[src/rtl/rtis_pkg.sv]
// ----------------------------------------------------------------------------
// rtis_pkg: shared types and constants for ruler tick interval statistics
// Register indexes, configuration and event structures, field widths.
// ----------------------------------------------------------------------------
`default_nettype none

package rtis_pkg;

   localparam int MAX_COLUMNS = 4096;
   localparam int MAX_ROWS    = 4096;

   localparam int KIND_LEFT   = 0;
   localparam int KIND_RIGHT  = 1;
   localparam int KIND_CENTER = 2;
   localparam int KIND_COUNT  = 3;

   localparam int QUEUE_DEPTH = 4;
   localparam int QUEUE_PTR_W = $clog2(QUEUE_DEPTH);

   typedef enum logic [2:0] {
      CSR_DARK_THRESHOLD = 3'd0,
      CSR_BAND_FIRST_ROW = 3'd1,
      CSR_BAND_END_ROW   = 3'd2,
      CSR_WIDTH_MIN      = 3'd3,
      CSR_WIDTH_MAX      = 3'd4,
      CSR_SPACING_MIN    = 3'd5,
      CSR_SPACING_MAX    = 3'd6,
      CSR_UNUSED         = 3'd7
   } csr_index_type;

   typedef struct packed {
      logic [7:0]  dark_threshold;
      logic [11:0] band_first_row;
      logic [12:0] band_end_row;
      logic [12:0] width_min;
      logic [12:0] width_max;
      logic [12:0] spacing_min;
      logic [12:0] spacing_max;
   } cfg_type;

   typedef struct packed {
      logic                        frame_last;
      logic [KIND_COUNT-1:0]       hit;
      logic [KIND_COUNT-1:0][12:0] spacing;
   } event_type;

   typedef struct packed {
      logic                        frame_last;
      logic [KIND_COUNT-1:0]       hit;
      logic [KIND_COUNT-1:0][12:0] spacing;
      logic [KIND_COUNT-1:0][25:0] square;
   } square_stage_type;

   typedef struct packed {
      logic [KIND_COUNT-1:0][23:0] count;
      logic [KIND_COUNT-1:0][35:0] sum;
      logic [KIND_COUNT-1:0][47:0] square_sum;
   } totals_type;

endpackage

`default_nettype wire

[src/rtl/ruler_tick_interval_stats_top.sv]
// ----------------------------------------------------------------------------
// ruler_tick_interval_stats_top: ruler tick spacing statistics over a frame
// Throughput is one pixel per cycle; the front run tracker takes a pixel
// every cycle while the four-entry event queue has room.
// From the frame's last pixel transfer to rsp_valid the event passes the queue
// entry, the squaring stage, then accumulate and result register.
// Synchronous reset loads register defaults and clears the running totals.
// ----------------------------------------------------------------------------
`default_nettype none

module ruler_tick_interval_stats_top
   import rtis_pkg::*;
(
   input  wire logic        clock,
   input  wire logic        reset,
   input  wire logic        csr_valid,
   output logic             csr_ready,
   input  wire logic [2:0]  csr_index,
   input  wire logic [12:0] csr_data,
   input  wire logic        req_valid,
   output logic             req_stall,
   input  wire logic [7:0]  req_red,
   input  wire logic [7:0]  req_green,
   input  wire logic [7:0]  req_blue,
   input  wire logic [11:0] req_column,
   input  wire logic [11:0] req_row,
   input  wire logic        req_row_last,
   input  wire logic        req_frame_last,
   output logic             rsp_valid,
   input  wire logic        rsp_stall,
   output logic [23:0]      rsp_left_count,
   output logic [35:0]      rsp_left_sum,
   output logic [47:0]      rsp_left_square_sum,
   output logic [23:0]      rsp_right_count,
   output logic [35:0]      rsp_right_sum,
   output logic [47:0]      rsp_right_square_sum,
   output logic [23:0]      rsp_center_count,
   output logic [35:0]      rsp_center_sum,
   output logic [47:0]      rsp_center_square_sum
);

   cfg_type    cfg_ff, cfg_in;
   logic       accept;
   logic       push;
   event_type  push_event;
   logic       queue_full;
   logic       pop;
   logic       head_valid;
   event_type  head_event;
   totals_type totals;

   assign csr_ready = 1'b1;

   always_comb begin
      cfg_in = cfg_ff;
      if (csr_valid && csr_ready) begin
         unique case (csr_index_type'(csr_index))
            CSR_DARK_THRESHOLD: cfg_in.dark_threshold = csr_data[7:0];
            CSR_BAND_FIRST_ROW: cfg_in.band_first_row = csr_data[11:0];
            CSR_BAND_END_ROW:   cfg_in.band_end_row = csr_data;
            CSR_WIDTH_MIN:      cfg_in.width_min = csr_data;
            CSR_WIDTH_MAX:      cfg_in.width_max = csr_data;
            CSR_SPACING_MIN:    cfg_in.spacing_min = csr_data;
            CSR_SPACING_MAX:    cfg_in.spacing_max = csr_data;
            default:            cfg_in = cfg_ff;
         endcase
      end
   end

   always_ff @(posedge clock) begin
      if (reset) begin
         cfg_ff.dark_threshold <= 8'd128;
         cfg_ff.band_first_row <= 12'd0;
         cfg_ff.band_end_row <= 13'd0;
         cfg_ff.width_min <= 13'd1;
         cfg_ff.width_max <= 13'd30;
         cfg_ff.spacing_min <= 13'd0;
         cfg_ff.spacing_max <= 13'd100;
      end else begin
         cfg_ff <= cfg_in;
      end
   end

   assign req_stall = queue_full;
   assign accept = req_valid && !req_stall;

   rtis_front u_front (
      .clock      (clock),
      .reset      (reset),
      .cfg        (cfg_ff),
      .accept     (accept),
      .red        (req_red),
      .green      (req_green),
      .blue       (req_blue),
      .column     (req_column),
      .row        (req_row),
      .row_last   (req_row_last),
      .frame_last (req_frame_last),
      .push       (push),
      .push_event (push_event)
   );

   rtis_queue u_queue (
      .clock      (clock),
      .reset      (reset),
      .push       (push),
      .push_event (push_event),
      .full       (queue_full),
      .pop        (pop),
      .head_valid (head_valid),
      .head_event (head_event)
   );

   rtis_back u_back (
      .clock      (clock),
      .reset      (reset),
      .head_valid (head_valid),
      .head_event (head_event),
      .pop        (pop),
      .rsp_valid  (rsp_valid),
      .rsp_stall  (rsp_stall),
      .rsp_totals (totals)
   );

   assign rsp_left_count = totals.count[KIND_LEFT];
   assign rsp_left_sum = totals.sum[KIND_LEFT];
   assign rsp_left_square_sum = totals.square_sum[KIND_LEFT];
   assign rsp_right_count = totals.count[KIND_RIGHT];
   assign rsp_right_sum = totals.sum[KIND_RIGHT];
   assign rsp_right_square_sum = totals.square_sum[KIND_RIGHT];
   assign rsp_center_count = totals.count[KIND_CENTER];
   assign rsp_center_sum = totals.sum[KIND_CENTER];
   assign rsp_center_square_sum = totals.square_sum[KIND_CENTER];

endmodule

`default_nettype wire

[src/rtl/rtis_front.sv]
// ----------------------------------------------------------------------------
// rtis_front: pixel classification and tick run tracking
// Finds dark runs inside the row band, qualifies ticks and forms the three
// spacings to the previous tick of the row, then queues an event on a hit or frame end.
// ----------------------------------------------------------------------------
`default_nettype none

module rtis_front
   import rtis_pkg::*;
(
   input  wire logic       clock,
   input  wire logic       reset,
   input  wire cfg_type    cfg,
   input  wire logic       accept,
   input  wire logic [7:0] red,
   input  wire logic [7:0] green,
   input  wire logic [7:0] blue,
   input  wire logic [11:0] column,
   input  wire logic [11:0] row,
   input  wire logic       row_last,
   input  wire logic       frame_last,
   output logic            push,
   output event_type       push_event
);

   logic        in_run_ff, in_run_in;
   logic [11:0] run_start_ff, run_start_in;
   logic        have_prev_ff, have_prev_in;
   logic [11:0] prev_start_ff, prev_start_in;
   logic [12:0] prev_end_ff, prev_end_in;
   logic [12:0] prev_esum_ff, prev_esum_in;

   logic        in_band;
   logic        dark;
   logic        row_end;
   logic        close_en;
   logic [11:0] close_start;
   logic [12:0] close_end;
   logic [12:0] close_esum;
   logic signed [13:0] run_width;
   logic        tick;
   logic        pair;
   logic signed [14:0] spacing_left;
   logic signed [14:0] spacing_right;
   logic signed [14:0] edge_diff;
   logic signed [14:0] spacing_center;
   logic signed [14:0] cut_min;
   logic signed [14:0] cut_max;

   always_comb begin
      in_band = (row >= cfg.band_first_row) && ({1'b0, row} < cfg.band_end_row) &&
                (32'(column) < 32'(MAX_COLUMNS)) && (32'(row) < 32'(MAX_ROWS));
      dark = in_band && (red < cfg.dark_threshold) && (green < cfg.dark_threshold) &&
             (blue < cfg.dark_threshold);
      row_end = row_last || frame_last;

      close_start = (dark && !in_run_ff) ? column : run_start_ff;
      close_en = (!dark && in_run_ff) || (row_end && dark);
      close_end = dark ? ({1'b0, column} + 13'd1) : {1'b0, column};
      close_esum = {1'b0, close_start} + close_end;

      run_width = $signed({1'b0, close_end}) - $signed({2'b00, close_start});
      tick = close_en && (run_width >= $signed({1'b0, cfg.width_min})) &&
             (run_width <= $signed({1'b0, cfg.width_max}));
      pair = tick && have_prev_ff;

      spacing_left = $signed({3'b000, close_start}) - $signed({3'b000, prev_start_ff});
      spacing_right = $signed({2'b00, close_end}) - $signed({2'b00, prev_end_ff});
      edge_diff = $signed({2'b00, close_esum}) - $signed({2'b00, prev_esum_ff});
      spacing_center = edge_diff >>> 1;
      cut_min = $signed({2'b00, cfg.spacing_min});
      cut_max = $signed({2'b00, cfg.spacing_max});

      push_event.frame_last = frame_last;
      push_event.hit[KIND_LEFT] = pair && (spacing_left > cut_min) &&
                                  (spacing_left < cut_max);
      push_event.hit[KIND_RIGHT] = pair && (spacing_right > cut_min) &&
                                   (spacing_right < cut_max);
      push_event.hit[KIND_CENTER] = pair && (spacing_center > cut_min) &&
                                    (spacing_center < cut_max);
      push_event.spacing[KIND_LEFT] = spacing_left[12:0];
      push_event.spacing[KIND_RIGHT] = spacing_right[12:0];
      push_event.spacing[KIND_CENTER] = spacing_center[12:0];
      push = accept && (frame_last || (|push_event.hit));

      in_run_in = in_run_ff;
      run_start_in = run_start_ff;
      have_prev_in = have_prev_ff;
      prev_start_in = prev_start_ff;
      prev_end_in = prev_end_ff;
      prev_esum_in = prev_esum_ff;
      if (accept) begin
         in_run_in = dark && !row_end;
         run_start_in = close_start;
         if (tick) begin
            have_prev_in = 1'b1;
            prev_start_in = close_start;
            prev_end_in = close_end;
            prev_esum_in = close_esum;
         end
         if (row_end) begin
            have_prev_in = 1'b0;
         end
      end
   end

   always_ff @(posedge clock) begin
      if (reset) begin
         in_run_ff <= 1'b0;
         run_start_ff <= '0;
         have_prev_ff <= 1'b0;
         prev_start_ff <= '0;
         prev_end_ff <= '0;
         prev_esum_ff <= '0;
      end else begin
         in_run_ff <= in_run_in;
         run_start_ff <= run_start_in;
         have_prev_ff <= have_prev_in;
         prev_start_ff <= prev_start_in;
         prev_end_ff <= prev_end_in;
         prev_esum_ff <= prev_esum_in;
      end
   end

endmodule

`default_nettype wire

[src/rtl/rtis_queue.sv]
// ----------------------------------------------------------------------------
// rtis_queue: short event queue between front and back
// Holds classified events so that the front and the back stall on their own.
// ----------------------------------------------------------------------------
`default_nettype none

module rtis_queue
   import rtis_pkg::*;
(
   input  wire logic      clock,
   input  wire logic      reset,
   input  wire logic      push,
   input  wire event_type push_event,
   output logic           full,
   input  wire logic      pop,
   output logic           head_valid,
   output event_type      head_event
);

   event_type              entry_ff [QUEUE_DEPTH];
   logic [QUEUE_PTR_W-1:0] wr_ptr_ff, wr_ptr_in;
   logic [QUEUE_PTR_W-1:0] rd_ptr_ff, rd_ptr_in;
   logic [QUEUE_PTR_W:0]   fill_ff, fill_in;
   logic                   do_push;
   logic                   do_pop;

   always_comb begin
      full = (fill_ff == (QUEUE_PTR_W + 1)'(QUEUE_DEPTH));
      head_valid = (fill_ff != '0);
      head_event = entry_ff[rd_ptr_ff];
      do_push = push && !full;
      do_pop = pop && head_valid;
      wr_ptr_in = do_push ? wr_ptr_ff + 1'b1 : wr_ptr_ff;
      rd_ptr_in = do_pop ? rd_ptr_ff + 1'b1 : rd_ptr_ff;
      fill_in = fill_ff;
      if (do_push && !do_pop) begin
         fill_in = fill_ff + 1'b1;
      end else if (do_pop && !do_push) begin
         fill_in = fill_ff - 1'b1;
      end
   end

   always_ff @(posedge clock) begin
      if (do_push) begin
         entry_ff[wr_ptr_ff] <= push_event;
      end
   end

   always_ff @(posedge clock) begin
      if (reset) begin
         wr_ptr_ff <= '0;
         rd_ptr_ff <= '0;
         fill_ff <= '0;
      end else begin
         wr_ptr_ff <= wr_ptr_in;
         rd_ptr_ff <= rd_ptr_in;
         fill_ff <= fill_in;
      end
   end

endmodule

`default_nettype wire

[src/rtl/rtis_back.sv]
// ----------------------------------------------------------------------------
// rtis_back: spacing statistics accumulators
// Squares the accepted spacings, adds them to saturating totals and loads
// the result register at frame end, clearing the totals.
// ----------------------------------------------------------------------------
`default_nettype none

module rtis_back
   import rtis_pkg::*;
(
   input  wire logic      clock,
   input  wire logic      reset,
   input  wire logic      head_valid,
   input  wire event_type head_event,
   output logic           pop,
   output logic           rsp_valid,
   input  wire logic      rsp_stall,
   output totals_type     rsp_totals
);

   logic             s1_valid_ff, s1_valid_in;
   square_stage_type s1_ff, s1_in;
   logic             s1_advance;

   logic [KIND_COUNT-1:0][23:0] count_ff, count_in;
   logic [KIND_COUNT-1:0][35:0] sum_ff, sum_in;
   logic [KIND_COUNT-1:0][47:0] square_sum_ff, square_sum_in;
   totals_type                  totals_new;
   totals_type                  rsp_totals_ff, rsp_totals_in;
   logic                        rsp_valid_ff, rsp_valid_in;

   logic [24:0] count_wide [KIND_COUNT];
   logic [36:0] sum_wide [KIND_COUNT];
   logic [48:0] square_wide [KIND_COUNT];

   always_comb begin
      s1_advance = s1_valid_ff && !(s1_ff.frame_last && rsp_valid_ff && rsp_stall);
      pop = head_valid && (!s1_valid_ff || s1_advance);

      s1_valid_in = pop ? 1'b1 : (s1_advance ? 1'b0 : s1_valid_ff);
      s1_in = s1_ff;
      if (pop) begin
         s1_in.frame_last = head_event.frame_last;
         s1_in.hit = head_event.hit;
         s1_in.spacing = head_event.spacing;
         for (int k = 0; k < KIND_COUNT; k++) begin
            s1_in.square[k] = 26'(head_event.spacing[k]) * 26'(head_event.spacing[k]);
         end
      end

      for (int k = 0; k < KIND_COUNT; k++) begin
         count_wide[k] = {1'b0, count_ff[k]} + 25'(s1_ff.hit[k]);
         sum_wide[k] = {1'b0, sum_ff[k]} + (s1_ff.hit[k] ? 37'(s1_ff.spacing[k]) : 37'd0);
         square_wide[k] = {1'b0, square_sum_ff[k]} +
                          (s1_ff.hit[k] ? 49'(s1_ff.square[k]) : 49'd0);
         totals_new.count[k] = count_wide[k][24] ? '1 : count_wide[k][23:0];
         totals_new.sum[k] = sum_wide[k][36] ? '1 : sum_wide[k][35:0];
         totals_new.square_sum[k] = square_wide[k][48] ? '1 : square_wide[k][47:0];
      end

      count_in = count_ff;
      sum_in = sum_ff;
      square_sum_in = square_sum_ff;
      rsp_totals_in = rsp_totals_ff;
      rsp_valid_in = rsp_valid_ff && rsp_stall;
      if (s1_advance) begin
         if (s1_ff.frame_last) begin
            count_in = '0;
            sum_in = '0;
            square_sum_in = '0;
            rsp_totals_in = totals_new;
            rsp_valid_in = 1'b1;
         end else begin
            count_in = totals_new.count;
            sum_in = totals_new.sum;
            square_sum_in = totals_new.square_sum;
         end
      end

      rsp_valid = rsp_valid_ff;
      rsp_totals = rsp_totals_ff;
   end

   always_ff @(posedge clock) begin
      s1_ff <= s1_in;
      rsp_totals_ff <= rsp_totals_in;
   end

   always_ff @(posedge clock) begin
      if (reset) begin
         s1_valid_ff <= 1'b0;
         rsp_valid_ff <= 1'b0;
         count_ff <= '0;
         sum_ff <= '0;
         square_sum_ff <= '0;
      end else begin
         s1_valid_ff <= s1_valid_in;
         rsp_valid_ff <= rsp_valid_in;
         count_ff <= count_in;
         sum_ff <= sum_in;
         square_sum_ff <= square_sum_in;
      end
   end

endmodule

`default_nettype wire

[config.mk]
export PLATFORM = sky130hd
export DESIGN_NAME = ruler_tick_interval_stats_top
export DESIGN_NICKNAME = d
export VERILOG_FILES = /design/src/rtl/rtis_pkg.sv /design/src/rtl/ruler_tick_interval_stats_top.sv /design/src/rtl/rtis_front.sv /design/src/rtl/rtis_queue.sv /design/src/rtl/rtis_back.sv
export SDC_FILE = /design/constraint.sdc
export NUM_CORES = 2
export LEC_CHECK = 0
export BUFFER_PORTS_ARGS = -buffer_cell sky130_fd_sc_hd__buf_2
export CAP_MARGIN = 0
export CORE_MARGIN = 4
export CORE_UTILIZATION = 60
export CTS_BUF_LIST = sky130_fd_sc_hd__clkbuf_16
export CTS_CLUSTER_SIZE = 12
export DETAILED_ROUTE_END_ITERATION = 8
export PLACE_DENSITY_LB_ADDON = 0.3
export SETUP_SLACK_MARGIN = 0.15
export SLEW_MARGIN = 20
export SYNTH_ARGS = -nofsm -noshare
export SYNTH_HDL_FRONTEND = slang
export SYNTH_SLANG_ARGS = --single-unit
[constraint.sdc]
create_clock -name clock -period 11.61 [get_ports clock]
set_input_delay 1.161 -clock clock [delete_from_list [all_inputs] [get_ports clock]]
set_output_delay 1.161 -clock clock [all_outputs]
set_load 0.1 [all_outputs]
==> run_results.csv <==
group,metric,value,unit
yosys,synth_nets,7637,
floorplanning,io-pin-count,398,
placement,dpl.hpwl,124,mm
layout,nets,7960,
drt,vias,51500,
clock_tree,clk_latency,0.75,ns
sta,setup_tns,0,ns
clock_tree,numCtsBuffers,114,
setup_path,worst-setup-path-type,"in -> reg",
sta,hold_viol,0,
floorplanning,rows,122,
layout,drive_above_1_share,0.103,
drt,drt_iter0_drc,4338,
drt,routed_wl,171,mm
placement,io_buffers,396,
sta,tightestPinTransition,1.14,ns
grt,grt_pass1_wl,270,mm
setup_path,crit_required,12.26,ns
sta,fin_skew,0.0720,ns
floorplanning,dieArea,0.117,sq mm
grt,antenna_found_initial,6,
run,drv_cap,0,
clock_tree,htree_levels,3,
hold_path,min_from,"cfg_ff[10]",
setup_path,cp-start-kind,"primary input",
setup_path,startpoint,"req_row[7]",
grt,grt_max_degree,186,
clock_tree,path_clk_slew,0.06,ns
drt,drc,0,
clock_tree,cts_sinks,1083,
setup_path,critPathCaptureType,"flip-flop",
setup_path,r2r_start,"cfg_ff[72]",
clock_tree,cts_hold_buf,0,
yosys,ys.warnings.count,0,
clock_tree,cts_setup_buffers,0,
layout,most-common-layout-cells,"nand2_1 (740), inv_1 (642), nor2_1 (617)",
run_status,status,"finished, final reports clean",
yosys,synth_area,0.0669,sq mm
yosys,netlist_instances,6739,
sta,period_minus_slack,9.99,ns
yosys,synth_area_per_cell,9.93,sq um
layout,final_common_cell,"nand2_1",
placement,place_congestion,0.918,
yosys,seq_area_frac_synth,0.415,
floorplanning,start_util,0.605,
sta,report.final.slew_viol_count,0,
yosys,yosys_register_bits,1083,
clock_tree,cts_resized,0,
sta,setup_viol,0,
sta,fmax,100,MHz
sta,rsz0062_at_grt,"false",
sta,finalCritPeriodShare,0.860,
floorplanning,core_area,0.111,sq mm
setup_path,cp_slowest_cell,"and2b_1",
setup_path,arrival,10.63,ns
layout,area_delta_synth_final,10.7,%
sta,holdWs,0.454,ns
sta,slew_headroom,0.240,
layout,utilization,0.670,
grt,grt_pass1_vias,50100,
drt,ant_nets,0,
floorplanning,die_y,342,um
grt,grt_overflow,0,
yosys,synth-main-ff-cell,"edfxtp_1",
drt,drtPass1Iterations,6,
drt,wire_per_inst,19.7,um
grt,grt_usage,0.287,
yosys,synth_edf_count,611,
yosys,async_flop_share,0,
yosys,yosysTopAreaCellShare,0.274,
yosys,synth_top_area_cell,"edfxtp_1",
drt,viasPerCell,5.95,
setup_path,cp_max_fo,12,
clock_tree,cts-root-buf,"clkbuf_16",
floorplanning,chipWidth,342,um
hold_path,hp-class,"reg -> reg",
setup_path,cpPeakStageDelay,0.64,ns
clock_tree,clock_path_buffers,3,
yosys,synthTopCellsByArea,"edfxtp_1 (27%), dfxtp_1 (14%), ha_1 (9.8%), fa_1 (9.0%), nand2_1 (4.2%)",
yosys,yosysUniqueCellTypes,91,
clock_tree,tritoncts,"built",
==> cells in the mapped netlist (18+ instances only) <==
library cell / number
a22o_1: 134
or3_1: 24
inv_1: 595
a21oi_1: 353
o21bai_1: 35
a21o_1: 99
clkbuf_1: 214
mux2_2: 52
ha_1: 526
nand4_1: 50
and3_1: 99
o21ai_0: 268
a211oi_1: 61
o21a_1: 64
xor2_1: 138
buf_1: 19
nor3_1: 109
o2bb2ai_1: 18
nor2b_1: 46
a31oi_1: 58
o21ai_1: 25
nand2_1: 741
mux2i_1: 69
dfxtp_1: 472
nor2_1: 620
o31ai_1: 28
buf_2: 19
edfxtp_1: 611
nand2b_1: 54
and2_1: 147
nand3_1: 125
and4_1: 29
a22oi_1: 92
xnor2_1: 212
fa_1: 301
==> cell type report <==
class,instances,area (sq um)
Antenna cell,4,10.0
Clock buffer,116,2900
Clock inverter,101,796
Fill cell,8492,36500
Inverter,595,2240
Multi-Input combinational cell,4802,36000
Sequential cell,1083,27800
Tap cell,1488,1860
Timing Repair Buffer,466,2580
==> registers in the layout (all words and copies together) (netlist names), 2 cells and up, named ones only <==
register               flops
cfg_ff                    85
u_back.count_ff           72
u_back.rsp_totals        324
u_back.s1_ff             115
u_back.square_sum_ff     144
u_back.sum_ff            108
u_front.prev_end_ff       13
u_front.prev_esum_ff      13
u_front.prev_start_ff     12
u_front.run_start_ff      12
u_queue.entry_ff         172
u_queue.fill_ff            3
u_queue.rd_ptr_ff          2
u_queue.wr_ptr_ff          2
==> metal layers <==
metal	vias up	GRT usage	share of wire
li1	24200	-	-
met1	25000	0.387	0.42
met2	1974	0.472	0.47
met3	373	0.0432	0.073
met4	4	0.107	0.038
met5	-	0	0.000082
==> cells by family after synthesis <==
logic type | count (synthesis) | share of synthesized area
AOI/OAI and AO/OA | 1395 | 0.138
xor gates and xnor gates | 350 | 0.0458
adders and majority gates | 827 | 0.188
buffers and inverters | 854 | 0.0489
DFF | 1083 | 0.415
muxes | 125 | 0.0204
other | 1 | 0.0000560
and+or+nand+nor | 2104 | 0.143
==> stage by stage <==
stage | setup WS, ns | instances | instance area (sq um)
after global routing | 1.09 | 8651 | 74100
after floorplan | 1.64 | 6739 | 66900
final | 1.62 | 8655 | 74100
after global placement | 1.23 | 8433 | 70400
after detailed placement | 1.06 | 8433 | 70400
after CTS | 1.77 | 8650 | 74100
==> worst max-delay path, delay by kind of cell <==
kind / cells / cell delay (ns)
AOI/OAI and AO/OA: 18 / 3.46
buffers and inverters: 4 / 0.66
adders and majority gates: 6 / 1.94
and+or+nand+nor: 9 / 2.23
muxes: 1 / 0.48
xor gates and xnor gates: 3 / 0.67
==> worst paths after layout <==
kind | depth (start not counted) | to | slack (ns)
max | 41 | u_queue.fill_ff[2] | 1.62
min | 2 | cfg_ff[10] | 0.45
min reg2reg | 2 | cfg_ff[10] | 0.45
max reg2reg | 41 | u_queue.fill_ff[2] | 1.80
Power is left out: the tool's default activity adds up to more than one toggle a clock period on the data nets, which glitch-free logic cannot reach.
